--- src/hw/rtl/dtus_pkg.sv ---
// Shared types and constants of the distance tier classifier.
// Used by the channel interfaces, the controller, the datapath and the top level.
package dtus_pkg;

	localparam int COUNT_WIDTH = 16;
	localparam int POS_WIDTH   = 16;
	localparam int MAX_PERIOD  = 60;

	localparam int RADIUS_W  = 16;
	localparam int PERIOD_W  = 6;
	localparam int SCALE_W   = 6;
	localparam int TOTAL_W   = 16;
	localparam int FRAME_W   = 32;
	localparam int ADDR_W    = 32;
	localparam int TIER_W    = 2;
	localparam int KEY_W     = 8;
	localparam int KEY_LSB   = ADDR_W - KEY_W;
	localparam int HASH_SHIFT = 4;

	localparam int EFF_PER_W = $clog2(MAX_PERIOD + 1);
	localparam int PER_CMP_W = (PERIOD_W > EFF_PER_W) ? PERIOD_W : EFF_PER_W;

	localparam int SQ_W   = (POS_WIDTH > RADIUS_W) ? POS_WIDTH : RADIUS_W;
	localparam int PROD_W = 2 * SQ_W;
	localparam int DIST_W = PROD_W + 1;

	localparam int MOD_DIGIT = 4;
	localparam int MOD_STEPS = FRAME_W / MOD_DIGIT;
	localparam int STEP_W    = $clog2(MOD_STEPS);

	localparam int NUM_REGS   = 5;
	localparam int CFG_IDX_W  = $clog2(NUM_REGS);
	localparam int CFG_DATA_W = 16;

	localparam logic [ADDR_W-1:0]  HASH_MUL   = 32'd2654435761;
	localparam logic [FRAME_W-1:0] FRAME_NONE = 32'hFFFF_FFFF;

	localparam logic [CFG_IDX_W-1:0] REG_NEAR_RADIUS    = CFG_IDX_W'(0);
	localparam logic [CFG_IDX_W-1:0] REG_MID_RADIUS     = CFG_IDX_W'(1);
	localparam logic [CFG_IDX_W-1:0] REG_STAGGER_PERIOD = CFG_IDX_W'(2);
	localparam logic [CFG_IDX_W-1:0] REG_STRETCH_TICK   = CFG_IDX_W'(3);
	localparam logic [CFG_IDX_W-1:0] REG_CULL_FAR_DRAW  = CFG_IDX_W'(4);

	localparam logic [TIER_W-1:0] TIER_NEAR = TIER_W'(0);
	localparam logic [TIER_W-1:0] TIER_MID  = TIER_W'(1);
	localparam logic [TIER_W-1:0] TIER_FAR  = TIER_W'(2);

	localparam logic [STEP_W-1:0] SQ_AX    = STEP_W'(0);
	localparam logic [STEP_W-1:0] SQ_AZ    = STEP_W'(1);
	localparam logic [STEP_W-1:0] SQ_NEAR  = STEP_W'(2);
	localparam logic [STEP_W-1:0] SQ_MID   = STEP_W'(3);
	localparam logic [STEP_W-1:0] STEP_LAST = STEP_W'(MOD_STEPS - 1);

	typedef struct packed {
		logic                        command;
		logic [FRAME_W-1:0]          frame_number;
		logic [ADDR_W-1:0]           object_address;
		logic                        exempt;
		logic signed [POS_WIDTH-1:0] object_x;
		logic signed [POS_WIDTH-1:0] object_z;
		logic signed [POS_WIDTH-1:0] viewer_x;
		logic signed [POS_WIDTH-1:0] viewer_z;
	} in_item_t;

	typedef struct packed {
		logic               skip_update;
		logic               skip_draw;
		logic [TIER_W-1:0]  tier;
		logic [SCALE_W-1:0] tick_scale;
		logic [TOTAL_W-1:0] near_total;
		logic [TOTAL_W-1:0] mid_total;
		logic [TOTAL_W-1:0] far_total;
	} out_item_t;

	typedef struct packed {
		logic              load;
		logic              prep;
		logic              work;
		logic [STEP_W-1:0] step;
		logic              finish;
	} dtus_cmd_t;

	typedef struct packed {
		logic is_clear;
		logic out_stall;
	} dtus_sts_t;

endpackage

--- src/hw/rtl/dtus_in_if.sv ---
// Input channel: valid/ready handshake carrying one classify or clear item.
// Depends on dtus_pkg for the item type.
interface dtus_in_if;
	import dtus_pkg::*;

	logic     valid;
	logic     ready;
	in_item_t data;

	modport source (output valid, output data, input ready);
	modport sink (input valid, input data, output ready);
endinterface

--- src/hw/rtl/dtus_out_if.sv ---
// Result channel: valid/ready handshake carrying one result item.
// Depends on dtus_pkg for the item type.
interface dtus_out_if;
	import dtus_pkg::*;

	logic      valid;
	logic      ready;
	out_item_t data;

	modport source (output valid, output data, input ready);
	modport sink (input valid, input data, output ready);
endinterface

--- src/hw/rtl/dtus_ctrl.sv ---
// Sequencer of the tier classifier: accept, prepare, eight work steps (none for a clear), finish.
// Depends on dtus_pkg; drives the datapath by command and reads its status.
module dtus_ctrl (
	input  logic                clk,
	input  logic                arst_n,
	input  logic                in_valid,
	output logic                in_ready,
	input  dtus_pkg::dtus_sts_t sts,
	output dtus_pkg::dtus_cmd_t cmd
);
	import dtus_pkg::*;

	localparam logic [1:0] ST_IDLE = 2'd0;
	localparam logic [1:0] ST_PREP = 2'd1;
	localparam logic [1:0] ST_WORK = 2'd2;
	localparam logic [1:0] ST_DONE = 2'd3;

	logic [1:0]        state_q, state_d;
	logic [STEP_W-1:0] step_q, step_d;

	always_comb begin
		state_d    = state_q;
		step_d     = step_q;
		in_ready   = 1'b0;
		cmd        = '0;
		cmd.step   = step_q;
		unique case (state_q)
			ST_IDLE: begin
				in_ready = 1'b1;
				if (in_valid) begin
					cmd.load = 1'b1;
					state_d  = ST_PREP;
				end
			end
			ST_PREP: begin
				cmd.prep = 1'b1;
				step_d   = '0;
				state_d  = sts.is_clear ? ST_DONE : ST_WORK;
			end
			ST_WORK: begin
				cmd.work = 1'b1;
				step_d   = step_q + 1'b1;
				if (step_q == STEP_LAST) begin
					state_d = ST_DONE;
				end
			end
			ST_DONE: begin
				if (!sts.out_stall) begin
					cmd.finish = 1'b1;
					state_d    = ST_IDLE;
				end
			end
			default: begin
				state_d = ST_IDLE;
			end
		endcase
	end

	always_ff @(posedge clk or negedge arst_n) begin
		if (!arst_n) begin
			state_q <= ST_IDLE;
			step_q  <= '0;
		end else begin
			state_q <= state_d;
			step_q  <= step_d;
		end
	end

`ifndef NO_ASSERTIONS
	a_load_to_prep: assert property (@(posedge clk) disable iff (!arst_n)
		cmd.load |=> state_q == ST_PREP)
		else $error("accepted item did not enter preparation");

	a_last_step_done: assert property (@(posedge clk) disable iff (!arst_n)
		(state_q == ST_WORK && step_q == STEP_LAST) |=> state_q == ST_DONE)
		else $error("work steps did not end after the last digit");

	a_hold_on_stall: assert property (@(posedge clk) disable iff (!arst_n)
		(state_q == ST_DONE && sts.out_stall) |=> state_q == ST_DONE)
		else $error("finish left while result register was full");
`endif
endmodule

--- src/hw/rtl/dtus_dp.sv ---
// Datapath of the tier classifier: configuration, shared squarer, digit-serial
// stagger modulo, frame counters and the result register. Depends on dtus_pkg.
module dtus_dp (
	input  logic                                clk,
	input  logic                                arst_n,
	input  logic                                cfg_we,
	input  logic [dtus_pkg::CFG_IDX_W-1:0]      cfg_index,
	input  logic [dtus_pkg::CFG_DATA_W-1:0]     cfg_wdata,
	input  dtus_pkg::in_item_t                  in_data,
	input  dtus_pkg::dtus_cmd_t                 cmd,
	output dtus_pkg::dtus_sts_t                 sts,
	output logic                                out_valid,
	input  logic                                out_ready,
	output dtus_pkg::out_item_t                 out_data
);
	import dtus_pkg::*;

	function automatic logic [COUNT_WIDTH-1:0] bump(input logic [COUNT_WIDTH-1:0] c);
		return (&c) ? c : COUNT_WIDTH'(c + 1'b1);
	endfunction

	logic [RADIUS_W-1:0]    near_radius_q, mid_radius_q;
	logic [PERIOD_W-1:0]    stagger_q;
	logic                   stretch_q, cull_q;

	in_item_t               item_q;
	logic [POS_WIDTH-1:0]   ax_q, az_q;
	logic [FRAME_W-1:0]     phase_q;
	logic [EFF_PER_W-1:0]   rem_q;
	logic [PROD_W-1:0]      sqx_q, sqz_q, nsq_q, msq_q;

	logic [COUNT_WIDTH-1:0] acc_near_q, acc_mid_q, acc_far_q;
	logic [COUNT_WIDTH-1:0] pub_near_q, pub_mid_q, pub_far_q;
	logic [FRAME_W-1:0]     cur_frame_q;
	logic [EFF_PER_W-1:0]   scale_q;

	logic                   out_valid_q;
	out_item_t              out_data_q;

	logic [EFF_PER_W-1:0]   per_eff;
	logic [PER_CMP_W-1:0]   per_cmp;
	logic [POS_WIDTH:0]     dx, dz;
	logic [POS_WIDTH-1:0]   ax, az;
	logic [ADDR_W-1:0]      hash_prod;
	logic [SQ_W-1:0]        mul_op;
	logic [PROD_W-1:0]      prod;
	logic [EFF_PER_W-1:0]   rem_next;
	logic [FRAME_W-1:0]     phase_next;

	logic [DIST_W-1:0]      dist_sq;
	logic                   is_near, is_far, mid_go, frame_new;
	logic [COUNT_WIDTH-1:0] an_d, am_d, af_d, pn_d, pm_d, pf_d;
	logic [EFF_PER_W-1:0]   scale_d;
	out_item_t              res;

	// effective period
	always_comb begin
		per_cmp = PER_CMP_W'(stagger_q);
		if (stagger_q == '0) begin
			per_eff = EFF_PER_W'(1);
		end else if (per_cmp > PER_CMP_W'(MAX_PERIOD)) begin
			per_eff = EFF_PER_W'(MAX_PERIOD);
		end else begin
			per_eff = EFF_PER_W'(stagger_q);
		end
	end

	// preparation: distances and stagger phase
	always_comb begin
		dx = {item_q.object_x[POS_WIDTH-1], item_q.object_x}
			- {item_q.viewer_x[POS_WIDTH-1], item_q.viewer_x};
		dz = {item_q.object_z[POS_WIDTH-1], item_q.object_z}
			- {item_q.viewer_z[POS_WIDTH-1], item_q.viewer_z};
		ax = dx[POS_WIDTH] ? POS_WIDTH'(-dx) : POS_WIDTH'(dx);
		az = dz[POS_WIDTH] ? POS_WIDTH'(-dz) : POS_WIDTH'(dz);
		hash_prod = ADDR_W'((item_q.object_address >> HASH_SHIFT) * HASH_MUL);
	end

	// shared squarer
	always_comb begin
		case (cmd.step)
			SQ_AX:   mul_op = SQ_W'(ax_q);
			SQ_AZ:   mul_op = SQ_W'(az_q);
			SQ_NEAR: mul_op = SQ_W'(near_radius_q);
			SQ_MID:  mul_op = SQ_W'(mid_radius_q);
			default: mul_op = '0;
		endcase
		prod = PROD_W'(mul_op * mul_op);
	end

	// restoring remainder, one digit per step
	always_comb begin
		logic [EFF_PER_W:0]   trial;
		logic [EFF_PER_W-1:0] r;
		logic [FRAME_W-1:0]   p;
		r = rem_q;
		p = phase_q;
		for (int i = 0; i < MOD_DIGIT; i++) begin
			trial = {r, p[FRAME_W-1]};
			p = p << 1;
			if (trial >= {1'b0, per_eff}) begin
				trial = trial - {1'b0, per_eff};
			end
			r = trial[EFF_PER_W-1:0];
		end
		rem_next   = r;
		phase_next = p;
	end

	// classification and statistics
	always_comb begin
		dist_sq   = DIST_W'(sqx_q) + DIST_W'(sqz_q);
		is_near   = item_q.exempt || (dist_sq <= DIST_W'(nsq_q));
		is_far    = dist_sq > DIST_W'(msq_q);
		mid_go    = rem_q == '0;
		frame_new = item_q.frame_number != cur_frame_q;

		pn_d = frame_new ? acc_near_q : pub_near_q;
		pm_d = frame_new ? acc_mid_q : pub_mid_q;
		pf_d = frame_new ? acc_far_q : pub_far_q;
		an_d = frame_new ? '0 : acc_near_q;
		am_d = frame_new ? '0 : acc_mid_q;
		af_d = frame_new ? '0 : acc_far_q;
		scale_d = scale_q;
		res = '0;

		if (is_near) begin
			an_d    = bump(an_d);
			scale_d = EFF_PER_W'(1);
			res.tier = TIER_NEAR;
		end else if (is_far) begin
			af_d = bump(af_d);
			res.tier        = TIER_FAR;
			res.skip_update = 1'b1;
			res.skip_draw   = cull_q;
		end else begin
			am_d = bump(am_d);
			res.tier = TIER_MID;
			if (mid_go) begin
				scale_d = stretch_q ? per_eff : EFF_PER_W'(1);
			end else begin
				res.skip_update = 1'b1;
			end
		end

		if (item_q.command) begin
			an_d = '0;
			am_d = '0;
			af_d = '0;
			pn_d = '0;
			pm_d = '0;
			pf_d = '0;
			scale_d = EFF_PER_W'(1);
			res = '0;
		end
		res.tick_scale = SCALE_W'(scale_d);
		res.near_total = TOTAL_W'(pn_d);
		res.mid_total  = TOTAL_W'(pm_d);
		res.far_total  = TOTAL_W'(pf_d);
	end

	// configuration and frame statistics
	always_ff @(posedge clk or negedge arst_n) begin
		if (!arst_n) begin
			near_radius_q <= '0;
			mid_radius_q  <= '0;
			stagger_q     <= PERIOD_W'(1);
			stretch_q     <= 1'b0;
			cull_q        <= 1'b0;
			acc_near_q    <= '0;
			acc_mid_q     <= '0;
			acc_far_q     <= '0;
			pub_near_q    <= '0;
			pub_mid_q     <= '0;
			pub_far_q     <= '0;
			cur_frame_q   <= FRAME_NONE;
			scale_q       <= EFF_PER_W'(1);
			out_valid_q   <= 1'b0;
		end else begin
			if (cfg_we) begin
				unique case (cfg_index)
					REG_NEAR_RADIUS:    near_radius_q <= cfg_wdata[RADIUS_W-1:0];
					REG_MID_RADIUS:     mid_radius_q  <= cfg_wdata[RADIUS_W-1:0];
					REG_STAGGER_PERIOD: stagger_q     <= cfg_wdata[PERIOD_W-1:0];
					REG_STRETCH_TICK:   stretch_q     <= cfg_wdata[0];
					REG_CULL_FAR_DRAW:  cull_q        <= cfg_wdata[0];
					default: ;
				endcase
			end
			if (cmd.finish) begin
				acc_near_q  <= an_d;
				acc_mid_q   <= am_d;
				acc_far_q   <= af_d;
				pub_near_q  <= pn_d;
				pub_mid_q   <= pm_d;
				pub_far_q   <= pf_d;
				scale_q     <= scale_d;
				cur_frame_q <= item_q.command ? FRAME_NONE : item_q.frame_number;
				if (item_q.command) begin
					stretch_q <= 1'b0;
					cull_q    <= 1'b0;
				end
			end
			if (cmd.finish) begin
				out_valid_q <= 1'b1;
			end else if (out_ready) begin
				out_valid_q <= 1'b0;
			end
		end
	end

	// item payload and work registers
	always_ff @(posedge clk) begin
		if (cmd.load) begin
			item_q <= in_data;
		end
		if (cmd.prep) begin
			ax_q    <= ax;
			az_q    <= az;
			phase_q <= item_q.frame_number + FRAME_W'(hash_prod[ADDR_W-1:KEY_LSB]);
			rem_q   <= '0;
		end
		if (cmd.work) begin
			phase_q <= phase_next;
			rem_q   <= rem_next;
			case (cmd.step)
				SQ_AX:   sqx_q <= prod;
				SQ_AZ:   sqz_q <= prod;
				SQ_NEAR: nsq_q <= prod;
				SQ_MID:  msq_q <= prod;
				default: ;
			endcase
		end
		if (cmd.finish) begin
			out_data_q <= res;
		end
	end

	assign sts.is_clear  = item_q.command;
	assign sts.out_stall = out_valid_q && !out_ready;
	assign out_valid     = out_valid_q;
	assign out_data      = out_data_q;

`ifndef NO_ASSERTIONS
	a_valid_from_finish: assert property (@(posedge clk) disable iff (!arst_n)
		$rose(out_valid_q) |-> $past(cmd.finish))
		else $error("result appeared without a finish step");

	a_scale_nonzero: assert property (@(posedge clk) disable iff (!arst_n)
		out_valid_q |-> out_data_q.tick_scale != '0)
		else $error("tick scale of zero on the result");

	a_far_skips: assert property (@(posedge clk) disable iff (!arst_n)
		(out_valid_q && out_data_q.tier == TIER_FAR) |-> out_data_q.skip_update)
		else $error("far object allowed to update");
`endif
endmodule

--- src/hw/rtl/distance_tier_update_stagger.sv ---
// Top level of the distance tier classifier with staggered updates.
// Depends on dtus_pkg, dtus_in_if, dtus_out_if, dtus_ctrl and dtus_dp.
//
//   port       kind         carries
//   req        valid/ready  command, frame, address, exempt flag, XZ positions
//   rsp        valid/ready  skip flags, tier, tick scale, published totals
//   cfg_*      write only   radii, stagger period, tick stretch, far draw cull
//
// A classify item blocks the input from acceptance on: one step to prepare distances
// and the stagger phase, eight steps of the shared squarer and the 4-bit-per-step
// remainder unit, one to classify. A clear skips the eight steps. The result
// register lets the next item in while a result waits; the finish step holds while
// it is full and unread. Reset sets control, config and totals, not item data.
module distance_tier_update_stagger (
	input  logic                            clk,
	input  logic                            arst_n,
	input  logic                            cfg_we,
	input  logic [dtus_pkg::CFG_IDX_W-1:0]  cfg_index,
	input  logic [dtus_pkg::CFG_DATA_W-1:0] cfg_wdata,
	dtus_in_if.sink                         req,
	dtus_out_if.source                      rsp
);
	import dtus_pkg::*;

	dtus_cmd_t cmd;
	dtus_sts_t sts;
	logic      in_ready;
	logic      out_valid;
	out_item_t out_data;

	dtus_ctrl u_ctrl (
		.clk      (clk),
		.arst_n   (arst_n),
		.in_valid (req.valid),
		.in_ready (in_ready),
		.sts      (sts),
		.cmd      (cmd)
	);

	dtus_dp u_dp (
		.clk       (clk),
		.arst_n    (arst_n),
		.cfg_we    (cfg_we),
		.cfg_index (cfg_index),
		.cfg_wdata (cfg_wdata),
		.in_data   (req.data),
		.cmd       (cmd),
		.sts       (sts),
		.out_valid (out_valid),
		.out_ready (rsp.ready),
		.out_data  (out_data)
	);

	assign req.ready = in_ready;
	assign rsp.valid = out_valid;
	assign rsp.data  = out_data;
endmodule
--- src/flat_wrapper.sv ---
// flat-port wrapper written by rule: the top's interface ports become plain ports
module distance_tier_update_stagger_flat import dtus_pkg::*;
  (clk, arst_n, cfg_we, cfg_index, cfg_wdata, req_valid, req_data, req_ready, rsp_valid, rsp_data, rsp_ready);
  dtus_in_if req_i ();
  dtus_out_if rsp_i ();
  input  logic clk;
  input  logic arst_n;
  input  logic cfg_we;
  input  logic [dtus_pkg::CFG_IDX_W-1:0] cfg_index;
  input  logic [dtus_pkg::CFG_DATA_W-1:0] cfg_wdata;
  input wire logic [$bits(req_i.valid)-1:0] req_valid;
  input wire logic [$bits(req_i.data)-1:0] req_data;
  output wire logic [$bits(req_i.ready)-1:0] req_ready;
  output wire logic [$bits(rsp_i.valid)-1:0] rsp_valid;
  output wire logic [$bits(rsp_i.data)-1:0] rsp_data;
  input wire logic [$bits(rsp_i.ready)-1:0] rsp_ready;
  assign req_i.valid = req_valid;
  assign req_i.data = req_data;
  assign req_ready = req_i.ready;
  assign rsp_valid = rsp_i.valid;
  assign rsp_data = rsp_i.data;
  assign rsp_i.ready = rsp_ready;
  distance_tier_update_stagger u_core (.clk(clk), .arst_n(arst_n), .cfg_we(cfg_we), .cfg_index(cfg_index), .cfg_wdata(cfg_wdata), .req(req_i), .rsp(rsp_i));
endmodule
--- config.mk ---
export PLATFORM = sky130hd
export DESIGN_NAME = distance_tier_update_stagger_flat
export DESIGN_NICKNAME = d
export VERILOG_FILES = /design/src/hw/rtl/dtus_pkg.sv /design/src/hw/rtl/dtus_in_if.sv /design/src/hw/rtl/dtus_out_if.sv /design/src/hw/rtl/dtus_ctrl.sv /design/src/hw/rtl/dtus_dp.sv /design/src/hw/rtl/distance_tier_update_stagger.sv /design/src/flat_wrapper.sv
export SDC_FILE = /design/constraint.sdc
export NUM_CORES = 2
export LEC_CHECK = 0
export ABC_AREA = 1
export BUFFER_PORTS_ARGS = -buffer_cell sky130_fd_sc_hd__buf_2
export CORE_MARGIN = 1.5
export CORE_UTILIZATION = 35
export CTS_CLUSTER_DIAMETER = 50
export DETAILED_ROUTE_END_ITERATION = 10
export PLACE_DENSITY = 0.53
export RECOVER_POWER = 50
export SLEW_MARGIN = 20
export SYNTH_ARGS = -nofsm -noshare
export SYNTH_HDL_FRONTEND = slang
export SYNTH_SLANG_ARGS = --single-unit
export TNS_END_PERCENT = 100
--- constraint.sdc ---
create_clock -name clk -period 20.6 [get_ports clk]
set_input_delay 2.06 -clock clk [delete_from_list [all_inputs] [get_ports clk]]
set_output_delay 2.06 -clock clk [all_outputs]
set_load 0.005 [all_outputs]
==> summary.txt <==
Run status
  – Status: finished, violations left
  – Failing checks: capacitance limit, slew limit

Worst setup path
  – Crit-path slowest cell: clkbuf_1
  – CP Class: reg2reg
  – CP arrival: 10.61 ns
  – Crit end category: flip-flop
  – Startpoint types: flip-flop
  – Critical Path RT: 21.01 ns
  – Critical Path Fanout Max: 69
  – Max incr delay on CP: 1.97 ns

Place
  – Inst Count DP: 7046
  – Final RePlAce weighted congestion: 0.893
  – Post-DP HPWL: 90600 um
  – DP Area: 0.0490 mm^2
  – PortBufs: 209

Clock tree
  – Clk pin slew, worst setup/hold paths: 0.06 ns
  – Clock sink count: 558
  – Cts hold-fix bufs: 0
  – Clock latency on the worst-skew pair: 0.68 ns
  – CTS Root Cell: clkbuf_16
  – CTS tree: built
  – Post-CTS sizing: 0
  – CTS max path bufs: 3
  – Setup bufs post-CTS: 0
  – Number of H-tree levels: 3
  – Num CTS Buffers: 85

Yosys
  – Ys flop type: edfxtp_1
  – Yosys top cell area share: 0.244
  – Seq cells post-synth: 558
  – Post-Synthesis Net Count: 6126
  – Post-Synthesis Cells: 5179
  – Synthesis Warnings: 0
  – Post-synth ARST share: 0.323
  – Netlist cell types: 59
  – Mapped Area: 0.0459 mm^2
  – Synth top area cells: edfxtp_1 (24%), fa_1 (15%), ha_1 (12%), inv_1 (8.7%), nand2_1 (8.3%)
  – Yosys top cell by area: edfxtp_1
  – Syn Area/Cell: 8.87 um^2
  – EDFF count, synth: 374
  – Sequential cell area fraction in the yosys report: 0.345

Layout
  – Post-Layout Cell Count: 7212
  – Nets: 6343
  – Final core utilization: 0.399
  – Cell area after layout: 0.0517 mm^2
  – Synth-to-Final Area Change: 12.6%
  – # fillers: 13100
  – Layout cells sized above 1: 0.0827

Timing
  – Max frequency: 98.0 MHz
  – Final setup skew: 0.0403 ns
  – Tcrit/Tclk final: 0.495
  – RSZ-0062 raised after global routing: false
  – Post-layout min period: 10.20 ns
  – Normalized max-slew margin: -1.79
  – Final Hold Vio Count: 0
  – Worst-Margin Slew: 4.18 ns
  – Final slew viol count: 566
  – Finish-stage setup viols: 0
  – Setup TNS: 0 ns

Floorplan
  – Row cnt: 132
  – Chip Width: 365 um
  – Starting density of the core: 0.354
  – Die area: 0.133 mm^2
  – I/O pins: 214
  – CORE AREA: 0.130 mm^2
  – Die Y: 365 um

Detailed routing
  – DR vias/cell: 4.74
  – ANT nets after route: 0
  – Routed vias: 34200
  – Drt total wl: 118000 um
  – Drc violations: 0
  – Initial DRC count: 2371
  – WL per Instance: 16.3 um
  – Drt first pass iters: 6

GRT
  – Vias in the first global route: 34500
  – Remaining Overflow, GRT: 0
  – Pin count of the biggest net entering global routing: 87
  – Initial antenna violation count: 5
  – First-pass GRT wire length: 186000 um
  – Total track usage: 0.177

Hold path
  – Min-delay worst type: reg2reg

Job
  – Max_cap viols: 11
state kept, by name, summed over array words and instances (netlist names), 3 cells and up:
| signal | count |
|---|---|
| u_core.u_dp.pub_mid_q | 16 |
| u_core.u_dp.acc_far_q | 16 |
| u_core.u_dp.acc_mid_q | 16 |
| u_core.u_dp.per_cmp | 6 |
| u_core.u_dp.scale_q | 6 |
| u_core.u_dp.near_radius_q | 16 |
| u_core.u_dp.ax_q | 16 |
| u_core.u_dp.rem_q | 6 |
| u_core.u_dp.out_data | 58 |
| u_core.u_dp.mid_radius_q | 16 |
| u_core.u_dp.pub_near_q | 16 |
| u_core.u_ctrl.step_q | 3 |
| u_core.u_dp.sqx_q | 31 |
| u_core.u_dp.sqz_q | 31 |
| u_core.u_dp.item_q | 125 |
| u_core.u_dp.az_q | 16 |
| u_core.u_dp.acc_near_q | 16 |
| u_core.u_dp.msq_q | 31 |
| u_core.u_dp.pub_far_q | 16 |
| u_core.u_dp.phase_q | 32 |
| u_core.u_dp.cur_frame_q | 32 |
| u_core.u_dp.nsq_q | 31 |
metrics by stage:
| step | setup slack (ns) | hold slack (ns) |
|---|---|---|
| finish | 10.40 | 0.470 |
| global route | 9.41 | 0.487 |
| CTS | 10.68 | 0.475 |
| detailed placement | 10.73 | 0.460 |
| global placement | 10.84 | 0.457 |
| floorplan | 12.50 | 0.444 |
routing by layer:
| metal | global-route usage | vias up | wire (um) |
|---|---|---|---|
| met1 | 0.236 | 16400 | 53800 |
| met4 | 0.0547 | 2 | 3050 |
| met5 | 0 | - | 9 |
| met2 | 0.297 | 616 | 56200 |
| met3 | 0.0250 | 173 | 4540 |
| li1 | - | 17000 | - |
critical path: cells and delay by family (launching register included):
kind | cells | cell delay [ns]
AO/OA/AOI/OAI | 10 | 2.14
XOR/XNOR | 1 | 0.19
adder cells (fa/ha/maj) | 8 | 3.90
buffers and inverters | 8 | 2.93
flip-flops | 1 | 0.38
AND/OR/NAND/NOR | 1 | 0.37
synthesized netlist by cell type (6+ instances only):
master    instances
inv_1          1070
nand2_1        1020
ha_1            443
edfxtp_1        374
fa_1            350
nor2_1          349
a21oi_1         235
o21ai_0         231
nand3_1         206
dfrtp_1         146
xor2_1          134
nand4_1          92
clkbuf_1         87
xnor2_1          82
nor3_1           38
dfstp_2          34
a22oi_1          26
a32o_1           19
o21bai_1         19
buf_2            17
nor2_2           15
o21a_1           15
nor4_1           14
o211ai_1         12
o21ai_1          12
a21o_1           11
a31oi_1          10
nand3b_1         10
and2_1            9
buf_1             9
nor2_4            9
inv_2             8
or2_2             7
buf_6             6
o31ai_1           6
worst paths after layout:
kind	startpoint	to	slack, ns	cells after the start
min in group asynchronous	arst_n	u_core.u_dp.acc_mid_q[6]$_DFFE_PN0P_	2.85	1
max in group asynchronous	arst_n	u_core.u_dp.near_radius_q[12]$_DFFE_PN0P_	13.15	3
worst max-delay path	u_core.u_ctrl.step_q[2]$_DFFE_PN0P_	u_core.u_dp.sqx_q[27]$_DFFE_PP_	10.40	28
worst min-delay path	u_core.u_dp.scale_q[0]$_DFFE_PN1P_	u_core.u_dp.scale_q[0]$_DFFE_PN1P_	0.47	2
worst min register to register	u_core.u_dp.scale_q[0]$_DFFE_PN1P_	u_core.u_dp.scale_q[0]$_DFFE_PN1P_	0.47	2
worst max register to register	u_core.u_ctrl.step_q[2]$_DFFE_PN0P_	u_core.u_dp.sqx_q[27]$_DFFE_PP_	10.40	28
cells by family (layout without fill, tap and decap cells):
kind of cell / count (synthesis) / after routing / share of synthesized area
fa+ha+maj: 793 / 793 / 0.273
buf+inv: 1203 / 1492 / 0.100
other cells: 0 / 2 / 0
xor+xnor: 216 / 216 / 0.0412
flops: 558 / 558 / 0.345
compound gates: 627 / 627 / 0.0775
simple gates: 1782 / 1782 / 0.163
area by class of cell:
| cell class | instances | area, um^2 | share of cell area |
|---|---|---|---|
| diodes | 2 | 5.00 | 0.0000967 |
| clock buffers | 105 | 2270 | 0.0440 |
| clock inverters | 54 | 531 | 0.0103 |
| multi-input cells | 3418 | 25500 | 0.493 |
| repair buffers | 253 | 1320 | 0.0256 |
| flip-flops and latches | 558 | 15900 | 0.306 |
| well taps | 1742 | 2180 | 0.0421 |
| inverters | 1080 | 4060 | 0.0785 |
cell usage in the layout, fill, tap and decap left out, types with 38 or more instances in the layout:
master     count
clkbuf_16     87
xor2_1       134
clkbuf_1      39
xnor2_1       82
o21ai_0      221
nor3_1        38
nand3_1      206
inv_1       1067
dfrtp_1      146
nand2_1     1021
edfxtp_1     374
fa_1         350
buf_2        199
nor2_1       347
a21oi_1      235
nand4_1       92
ha_1         443
Power is left out: the tool's default activity adds up to more than one toggle a clock period on the data nets, which glitch-free logic cannot reach.
